<file path="config.mk">
export PLATFORM = sky130hd
export DESIGN_NAME = sensor_frame_crc_receiver
export DESIGN_NICKNAME = d
export VERILOG_FILES = /design/src/rtl/core/sfcr_pkg.sv /design/src/rtl/core/sensor_frame_crc_receiver.sv /design/src/rtl/core/sfcr_crc_byte.sv
export SDC_FILE = /design/constraint.sdc
export NUM_CORES = 1
export LEC_CHECK = 0
export ABC_AREA = 1
export BUFFER_PORTS_ARGS = -buffer_cell sky130_fd_sc_hd__clkbuf_2
export CAP_MARGIN = 15
export CORE_MARGIN = 3
export CORE_UTILIZATION = 45
export CTS_BUF_LIST = sky130_fd_sc_hd__clkbuf_4 sky130_fd_sc_hd__clkbuf_8
export CTS_CLUSTER_DIAMETER = 30
export DETAILED_ROUTE_END_ITERATION = 7
export GPL_TIMING_DRIVEN = 0
export HOLD_SLACK_MARGIN = 0.06
export PLACE_DENSITY = 0.69
export SKIP_CTS_REPAIR_TIMING = 1
export SLEW_MARGIN = 10
export SYNTH_ARGS = -nofsm -noshare
export SYNTH_HDL_FRONTEND = slang
export SYNTH_SLANG_ARGS = --single-unit
</file>
<file path="constraint.sdc">
create_clock -name clk -period 4.5 [get_ports clk]
set_clock_uncertainty 0.15 [all_clocks]
set_input_delay 0.675 -clock clk [delete_from_list [all_inputs] [get_ports clk]]
set_output_delay 0.675 -clock clk [all_outputs]
set_load 0.1 [all_outputs]
</file>
<file path="src/rtl/core/sfcr_pkg.sv">
// Types and constants of the sensor frame CRC receiver.
// Used by the CRC byte unit, the top level and the checker; depends on nothing.
package sfcr_pkg;

    typedef logic [3:0]  pos_t;
    typedef logic [7:0]  byte_t;
    typedef logic [15:0] word_t;

    localparam word_t CRC_POLY = 16'hA001;
    localparam word_t CRC_INIT = 16'hFFFF;

    localparam pos_t FRAME_BYTES = 4'd11;
    localparam pos_t POS_FIRST   = 4'd0;
    localparam pos_t POS_LAST    = 4'd10;
    localparam pos_t POS_TEMP_HI = 4'd3;
    localparam pos_t POS_TEMP_LO = 4'd4;
    localparam pos_t POS_MOIST_HI = 4'd5;
    localparam pos_t POS_MOIST_LO = 4'd6;
    localparam pos_t POS_COND_HI = 4'd7;
    localparam pos_t POS_COND_LO = 4'd8;

endpackage

</file>
<file path="src/rtl/core/sensor_frame_crc_receiver.sv">
// Sensor frame CRC receiver: one byte per transfer, one result per 11-byte frame.
// Throughput: one byte per cycle, set by the input register and the combinational
// CRC byte update, while no finished frame waits on a full, stalled output register;
// the output register takes each result and lets input go on while a result waits.
// Reset (asynchronous, active low) leaves the block idle with the CRC at 0xFFFF.
// Depends on sfcr_pkg and sfcr_crc_byte.
module sensor_frame_crc_receiver
(
    input  logic            clk,
    input  logic            rst_n,
    input  logic            in_valid,
    output logic            in_stall,
    input  sfcr_pkg::byte_t rx_byte,
    input  logic            frame_start,
    output logic            out_valid,
    input  logic            out_stall,
    output sfcr_pkg::word_t temperature_raw,
    output sfcr_pkg::word_t moisture_raw,
    output sfcr_pkg::word_t conductivity_raw,
    output logic            crc_ok
);

    logic            s1_valid_reg;
    logic            s1_valid_next;
    sfcr_pkg::byte_t s1_byte_reg;
    logic            s1_start_reg;

    sfcr_pkg::pos_t  pos_reg;
    sfcr_pkg::pos_t  pos_next;
    sfcr_pkg::word_t crc_reg;
    sfcr_pkg::word_t crc_next;
    sfcr_pkg::word_t temp_reg;
    sfcr_pkg::word_t temp_next;
    sfcr_pkg::word_t moist_reg;
    sfcr_pkg::word_t moist_next;
    sfcr_pkg::word_t cond_reg;
    sfcr_pkg::word_t cond_next;

    logic            out_valid_reg;
    logic            out_valid_next;
    sfcr_pkg::word_t out_temp_reg;
    sfcr_pkg::word_t out_moist_reg;
    sfcr_pkg::word_t out_cond_reg;
    logic            out_ok_reg;

    sfcr_pkg::pos_t  pos_cur;
    sfcr_pkg::word_t crc_cur;
    sfcr_pkg::word_t crc_upd;
    logic            take;
    logic            done;
    logic            out_free;
    logic            advance;
    logic            in_accept;

    sfcr_crc_byte u_crc
    (
        .crc_in  (crc_cur),
        .data_in (s1_byte_reg),
        .crc_out (crc_upd)
    );

    assign pos_cur  = s1_start_reg ? sfcr_pkg::POS_FIRST : pos_reg;
    assign crc_cur  = s1_start_reg ? sfcr_pkg::CRC_INIT : crc_reg;
    assign take     = s1_valid_reg && (s1_start_reg || (pos_reg < sfcr_pkg::FRAME_BYTES));
    assign done     = take && (pos_cur == sfcr_pkg::POS_LAST);
    assign out_free = !out_valid_reg || !out_stall;
    assign advance  = s1_valid_reg && (!done || out_free);
    assign in_stall = s1_valid_reg && !advance;
    assign in_accept = in_valid && !in_stall;

    always_comb
    begin
        temp_next  = temp_reg;
        moist_next = moist_reg;
        cond_next  = cond_reg;
        case (pos_cur)
            sfcr_pkg::POS_TEMP_HI:  temp_next  = {s1_byte_reg, temp_reg[7:0]};
            sfcr_pkg::POS_TEMP_LO:  temp_next  = {temp_reg[15:8], s1_byte_reg};
            sfcr_pkg::POS_MOIST_HI: moist_next = {s1_byte_reg, moist_reg[7:0]};
            sfcr_pkg::POS_MOIST_LO: moist_next = {moist_reg[15:8], s1_byte_reg};
            sfcr_pkg::POS_COND_HI:  cond_next  = {s1_byte_reg, cond_reg[7:0]};
            sfcr_pkg::POS_COND_LO:  cond_next  = {cond_reg[15:8], s1_byte_reg};
            default:
            begin
            end
        endcase
        pos_next = pos_cur + 4'd1;
        crc_next = crc_upd;
    end

    always_comb
    begin
        s1_valid_next = s1_valid_reg;
        if (in_accept)
        begin
            s1_valid_next = 1'b1;
        end
        else if (advance)
        begin
            s1_valid_next = 1'b0;
        end

        out_valid_next = out_valid_reg;
        if (advance && done)
        begin
            out_valid_next = 1'b1;
        end
        else if (!out_stall)
        begin
            out_valid_next = 1'b0;
        end
    end

    always_ff @(posedge clk or negedge rst_n)
    begin
        if (!rst_n)
        begin
            s1_valid_reg  <= 1'b0;
            out_valid_reg <= 1'b0;
            pos_reg       <= sfcr_pkg::FRAME_BYTES;
            crc_reg       <= sfcr_pkg::CRC_INIT;
            temp_reg      <= '0;
            moist_reg     <= '0;
            cond_reg      <= '0;
        end
        else
        begin
            s1_valid_reg  <= s1_valid_next;
            out_valid_reg <= out_valid_next;
            if (advance && take)
            begin
                pos_reg   <= pos_next;
                crc_reg   <= crc_next;
                temp_reg  <= temp_next;
                moist_reg <= moist_next;
                cond_reg  <= cond_next;
            end
        end
    end

    always_ff @(posedge clk)
    begin
        if (in_accept)
        begin
            s1_byte_reg  <= rx_byte;
            s1_start_reg <= frame_start;
        end
        if (advance && done)
        begin
            out_temp_reg  <= temp_next;
            out_moist_reg <= moist_next;
            out_cond_reg  <= cond_next;
            out_ok_reg    <= (crc_next == 16'h0000);
        end
    end

    assign out_valid        = out_valid_reg;
    assign temperature_raw  = out_temp_reg;
    assign moisture_raw     = out_moist_reg;
    assign conductivity_raw = out_cond_reg;
    assign crc_ok           = out_ok_reg;

endmodule

</file>
<file path="src/rtl/core/sfcr_crc_byte.sv">
// Reflected CRC-16 update of one byte, eight shift steps unrolled.
// Depends on sfcr_pkg for the polynomial and the word types.
module sfcr_crc_byte
(
    input  sfcr_pkg::word_t crc_in,
    input  sfcr_pkg::byte_t data_in,
    output sfcr_pkg::word_t crc_out
);

    always_comb
    begin
        sfcr_pkg::word_t c;
        c = crc_in ^ {8'h00, data_in};
        for (int k = 0; k < 8; k++)
        begin
            if (c[0])
            begin
                c = (c >> 1) ^ sfcr_pkg::CRC_POLY;
            end
            else
            begin
                c = c >> 1;
            end
        end
        crc_out = c;
    end

endmodule

</file>
==> results of run 1 <==
[metal layers]
layer,global-route usage,up-vias
met5,0,-
li1,-,1982
met1,0.264,1985
met2,0.282,141
met3,0.0543,23
met4,0.0674,0
[area by class of cell]
type | count | area share
plain buffers | 20 | 0.0170
repair buffers | 66 | 0.0562
clock inverters | 13 | 0.0315
inverters | 81 | 0.0455
flip-flops and latches | 128 | 0.527
multi-input cells | 328 | 0.254
well taps | 168 | 0.0315
clock buffers | 19 | 0.0373
[how the worst min path moves through the flow]
stage	endpoint	cells after the start	slack [ps]	start
after floorplan	cond_reg[0]	0	230	rst_n
after global placement	crc_reg[6]	2	300	crc_reg[6]
final	s1_byte_reg[0]	1	250	rx_byte[0]
after CTS	cond_reg[13]	1	-50	rst_n
after detailed placement	crc_reg[8]	2	320	crc_reg[8]
after global routing	s1_byte_reg[6]	1	230	rx_byte[6]
[worst max-delay path: cells and delay by family (launching register included)]
family,cells,cell delay (ps)
adders and majority gates,1,240
buffers and inverters,5,1100
DFF,1,430
and+or+nand+nor,4,610
[power by group through the flow]
stage          logic (µW)  registers, µW  clock network, µW
2_1_floorplan         399           1490                  0
3_3_place_gp          499           1500                  0
3_5_place_dp          526           1510                  0
4_1_cts               533           1490               1140
5_1_grt               613           1500               1200
6_report              536           1490               1130
[through the flow]
stage / power, µW / TNS [ps] / cells
after floorplan: 1890 / 0 / 557
after global placement: 2000 / -49690 / 788
after detailed placement: 2040 / 0 / 790
after CTS: 3160 / 0 / 822
after global routing: 3310 / 0 / 823
final: 3150 / 0 / 823
[cells in the final DEF, fill, tap and decap left out, types with 2 or more instances in the layout]
master     Yosys  layout
inv_1         76      76
buf_4          4       4
nor2_1        24      24
buf_6          2       2
inv_2          5       5
clkbuf_1       7       7
o21ai_0       88      88
nand3_2        4       4
o21ai_1       15      15
clkbuf_2       0      62
xor2_1         9       9
o22ai_1       16      16
clkbuf_8       0      17
nor2_4         4       4
ha_1           4       4
nand2_2        9       9
bufinv_16      0       5
dfstp_2       19      19
xor2_2         4       4
a31oi_1        4       4
clkbuf_4       0       3
nand2_1      124     124
clkinv_4       0       4
edfxtp_1      58      58
buf_2          7       7
nor2_2         7       7
dfrtp_1       51      51
nand3_1        9       9
[kinds of logic (layout without fill, tap and decap cells)]
| logic type | Yosys count | in the layout | share of synthesized area |
|---|---|---|---|
| adders and majority gates | 4 | 4 | 0.00890 |
| xor gates and xnor gates | 13 | 13 | 0.0256 |
| buffers and inverters | 101 | 199 | 0.0743 |
| and+or+nand+nor | 187 | 187 | 0.151 |
| DFF | 128 | 128 | 0.626 |
| AOI/OAI and AO/OA | 124 | 124 | 0.115 |
==> flow_summary.json, run 1 <==
{
  "cts_tree": "built",
  "ant_nets": 0,
  "nets": 659,
  "power_density_nw_per_um2": 472,
  "grt_usage": 0.189,
  "dpl-instance-area_um2": 6210,
  "io_buffers": 63,
  "place_ws_ps": 1350,
  "fp-row-count": 40,
  "yosys.area.top_type": "edfxtp_1",
  "fillers": 1080,
  "p_sw_frac": 0.280,
  "maxSlewHeadroom": 0.495,
  "clockRootBuffer": "clkbuf_8",
  "power.leakage_uw": 0.00282,
  "max_freq_mhz": 274,
  "grt-ovfl-total": 0,
  "dieArea_um2": 13900,
  "ys_seq_area_frac": 0.626,
  "core_area_um2": 12100,
  "rsz0062_at_grt": "false",
  "routabilityCongestion": 0.851,
  "reg2regPathDepth": 10,
  "holdWs_ps": 255,
  "clock_power_share": 0.357,
  "yosys-top-cells-area": "edfxtp_1 31%, dfrtp_1 23%, dfstp_2 8.9%",
  "syn_nets": 574,
  "via_count": 4131,
  "synthFlopType": "edfxtp_1",
  "cts.path.max_buffers": 2,
  "routed-wl-met3_um": 770,
  "synthDistinctLibCells": 30,
  "route.detailed.drc": 0,
  "seq_area_um2": 3520,
  "synth.most_common_cell": "nand2_1",
  "r2r_slack_ps": 1480,
  "synth_top_cell_area_share": 0.310,
  "met2_length_um": 5740,
  "power_frac_seq": 0.472,
  "slowest_stage": "clkbuf_2",
  "synth_area_um2": 5620,
  "slew_viol_final": 0,
  "hold_viol": 0,
  "wl_per_cell_um": 15.3,
  "design_area_um2": 6680,
  "dieHeight_um": 118,
  "drive_gt1_frac": 0.252,
  "r2r_end": "moisture_raw[4]",
  "drv_cap": 0,
  "reg2reg_from": "s1_start_reg",
  "syn_inst": 557,
  "num_io_pins": 64,
  "crit_path_end": "in_stall",
  "final_util": 0.551,
  "setup_viol": 0,
  "worstPathRequired_ps": 3670,
  "clock_latency_ps": 440,
  "status": "finished, final reports clean",
  "synthTopCellsByCount": "124 x nand2_1, 88 x o21ai_0, 76 x inv_1",
  "multiInputGateArea_um2": 1700,
  "grt_pass1_wl_um": 20700,
  "worstMarginPinSlew_ps": 756,
  "area_growth_pct": 18.8,
  "critPathLaunch": "s1_start_reg",
  "comb_power_share": 0.170,
  "antenna_found_initial": 0,
  "cts_sinks": 128,
  "arrival_ps": 2820,
  "clk_pin_slew_ps": 80,
  "htree_levels": 4,
  "period_minus_slack_ps": 3640,
  "hp-class": "primary input to register",
  "drt-vias-per-instance": 5.02,
  "intPower_uw": 2270,
  "power.switching_uw": 883,
  "synth-seq-cells": 128,
  "grt_start_max_net_pins": 56,
  "path_max_fanout": 10,
  "start_util": 0.464,
  "avgSynthCellArea_um2": 10.1,
  "antenna_cells": 0,
  "crit_path_end_kind": "primary output",
  "ir_drop_v": 0.000294,
  "slowest_delay_ps": 510,
  "highest_layer": "met4",
  "dpl.hpwl_um": 8640,
  "first_pass_iters": 5,
  "drt_iter0_markers": 442,
  "grt_pass1_vias": 4011,
  "post-route-period-util": 0.810,
  "dieWidth_um": 118,
  "routed_wl_um": 12600,
  "ys_warn_count": 0,
  "synth_edf_count": 58,
  "met1_length_um": 5770,
  "cts_made_buffers": 17,
  "crit_chain": "buf_6 -> buf_6 -> nor2_1 -> inv_1 -> ha_1 -> nand3_1 -> nor2_1 -> inv_2 -> nor2_2 -> clkbuf_2",
  "async_flop_share": 0.547,
  "startpoint_type": "register",
  "setup_ws_ps": 856,
  "path_class": "register to primary output"
}
Power figures use the tool's default switching activity.
==> run 2: changes to the inputs <==
Settings changed: ABC_AREA 1 to 0, PLACE_DENSITY 0.69 to 0.67.
Clock period 4.5 ns to 3.36 ns, I/O delays scaled along.
==> flow_summary.json, run 2 <==
{
  "status": "finished, final reports clean",
  "cts.path.max_buffers": 2,
  "avgSynthCellArea_um2": 13.8,
  "yosys.area.top_type": "edfxtp_1",
  "grt-ovfl-total": 0,
  "grt_usage": 0.174,
  "ant_nets": 0,
  "period_minus_slack_ps": 3130,
  "syn_inst": 404,
  "mostFrequentLayoutCells": "65 x mux2_2, 62 x clkbuf_2, 58 x edfxtp_1, 51 x dfrtp_1, 32 x a22o_1",
  "synthTopCellsByCount": "65 x mux2_2, 58 x edfxtp_1, 51 x dfrtp_1",
  "power.leakage_uw": 0.00282,
  "cts_sinks": 128,
  "yosys-top-cells-area": "edfxtp_1 31%, dfrtp_1 23%, mux2_2 13%",
  "fillers": 957,
  "async_flop_share": 0.547,
  "ir_drop_v": 0.000367,
  "first_pass_iters": 4,
  "ys_seq_area_frac": 0.632,
  "drv_cap": 0,
  "wl_per_cell_um": 16.4,
  "dieHeight_um": 117,
  "dp.cells": 633,
  "max_freq_mhz": 320,
  "drive_gt1_frac": 0.386,
  "slew_viol_final": 0,
  "synth_top_cell_area_share": 0.313,
  "setup_viol": 0,
  "setup_ws_ps": 232,
  "routabilityCongestion": 0.820,
  "antenna_cells": 0,
  "route.detailed.drc": 0,
  "num_io_pins": 64,
  "drt_iter0_markers": 163,
  "synth_edf_count": 58,
  "routed_wl_um": 11000,
  "syn_nets": 421,
  "power_density_nw_per_um2": 669,
  "maxSlewHeadroom": 0.402,
  "clock_latency_ps": 430,
  "worstPathRequired_ps": 2710,
  "arrival_ps": 2470,
  "rsz0062_at_grt": "false",
  "finalNonFillerCells": 669,
  "grt_start_max_net_pins": 38,
  "synth-seq-cells": 128,
  "fp-row-count": 39,
  "drt-vias-per-instance": 5.16,
  "path_class": "register to primary output",
  "dieArea_um2": 13700,
  "dpl.hpwl_um": 7290,
  "htree_levels": 4,
  "clk_pin_slew_ps": 80,
  "cts_tree": "built",
  "startpoint_type": "register",
  "synth.most_common_cell": "mux2_2",
  "worstMarginPinSlew_ps": 896,
  "core_area_um2": 11800,
  "via_count": 3450,
  "dieWidth_um": 117,
  "grt_pass1_wl_um": 17900,
  "final_common_cell": "mux2_2",
  "synthFlopType": "edfxtp_1",
  "nets": 509,
  "crit_path_end_kind": "primary output",
  "hold_viol": 0,
  "hp-class": "primary input to register",
  "synth_area_um2": 5560,
  "post-route-period-util": 0.931,
  "antenna_found_initial": 0,
  "cts_made_buffers": 17,
  "area_growth_pct": 19.0,
  "clockRootBuffer": "clkbuf_8",
  "io_buffers": 63,
  "grt_pass1_vias": 3529,
  "path_max_fanout": 9,
  "place_ws_ps": -82.2,
  "ys_warn_count": 0,
  "start_util": 0.473,
  "synthDistinctLibCells": 37,
  "holdWs_ps": 97.3
}
[run 2: cell count changes in the layout (fill, tap and decap cells not counted), moves of 9 or more]
cell / change
nand2_1: -97
o21ai_0: -73
inv_1: -72
mux2_2: +65
a22o_1: +32
xnor2_1: +21
clkbuf_1: +18
o22ai_1: -15
o21ai_1: -11
nand2_2: -9
[run 2: cell type report]
type | count | area [µm²] | area share
clock inverter | 12 | 156 | 0.0236
multi-input combinational | 240 | 1920 | 0.290
sequential | 128 | 3520 | 0.532
clock buffer | 20 | 275 | 0.0416
timing repair buffer | 70 | 408 | 0.0616
tap | 164 | 205 | 0.0310
buffer | 31 | 123 | 0.0185
inverter | 4 | 15.0 | 0.00227
[run 2: worst max-delay path: stages (launching register included)]
cell and delay [ps]:
edfxtp_1 550, inv_1 210, nand2_1 120, inv_1 90, ha_1 240, nand4_1 230
nor2_2 230, clkbuf_4 370
[run 2: routing by layer]
layer,vias up,track usage,share of wire
met1,1730,0.229,0.44
met3,15,0.0411,0.047
met4,0,0.0665,0.016
li1,1624,-,-
met2,81,0.280,0.50
met5,-,0,0
[run 2: through the flow]
| step | TNS [ps] | power [µW] | utilization | area (µm²) |
|---|---|---|---|---|
| 2_1_floorplan | 0 | 2840 | - | 5570 |
| 3_3_place_gp | -46470 | 3010 | 0.518 | 6090 |
| 3_5_place_dp | -405 | 3040 | 0.523 | 6150 |
| 4_1_cts | -792 | 4460 | 0.559 | 6580 |
| 5_1_grt | 0 | 4650 | 0.563 | 6620 |
| 6_report | 0 | 4430 | 0.563 | 6620 |
[run 2: where the power goes]
| group | internal, µW | switching [µW] | leakage, µW |
|---|---|---|---|
| Sequential | 1970 | 157 | 0.00141 |
| Clock | 797 | 605 | 0.000219 |
| Combinational | 503 | 399 | 0.00119 |
| Total | 3270 | 1160 | 0.00282 |
[run 2: final timing paths]
path	start	endpoint	slack, ps	cells after the start
worst max-delay path	s1_start_reg	in_stall	230	7
worst min-delay path	rx_byte[4]	s1_byte_reg[4]	100	1
worst max register to register	s1_start_reg	temp_reg[11]	320	10
worst min register to register	crc_reg[14]	crc_reg[14]	330	2
max in group asynchronous	rst_n	pos_reg[0]	1980	3
min in group asynchronous	rst_n	temp_reg[11]	450	2
[run 2: kinds of logic after synthesis]
kind of cell	share of synthesized area
DFF	0.632
adders and majority gates	0.00900
buffers and inverters	0.0254
and+or+nand+nor	0.0632
xor gates and xnor gates	0.0556
muxes	0.133
AOI/OAI and AO/OA	0.0810
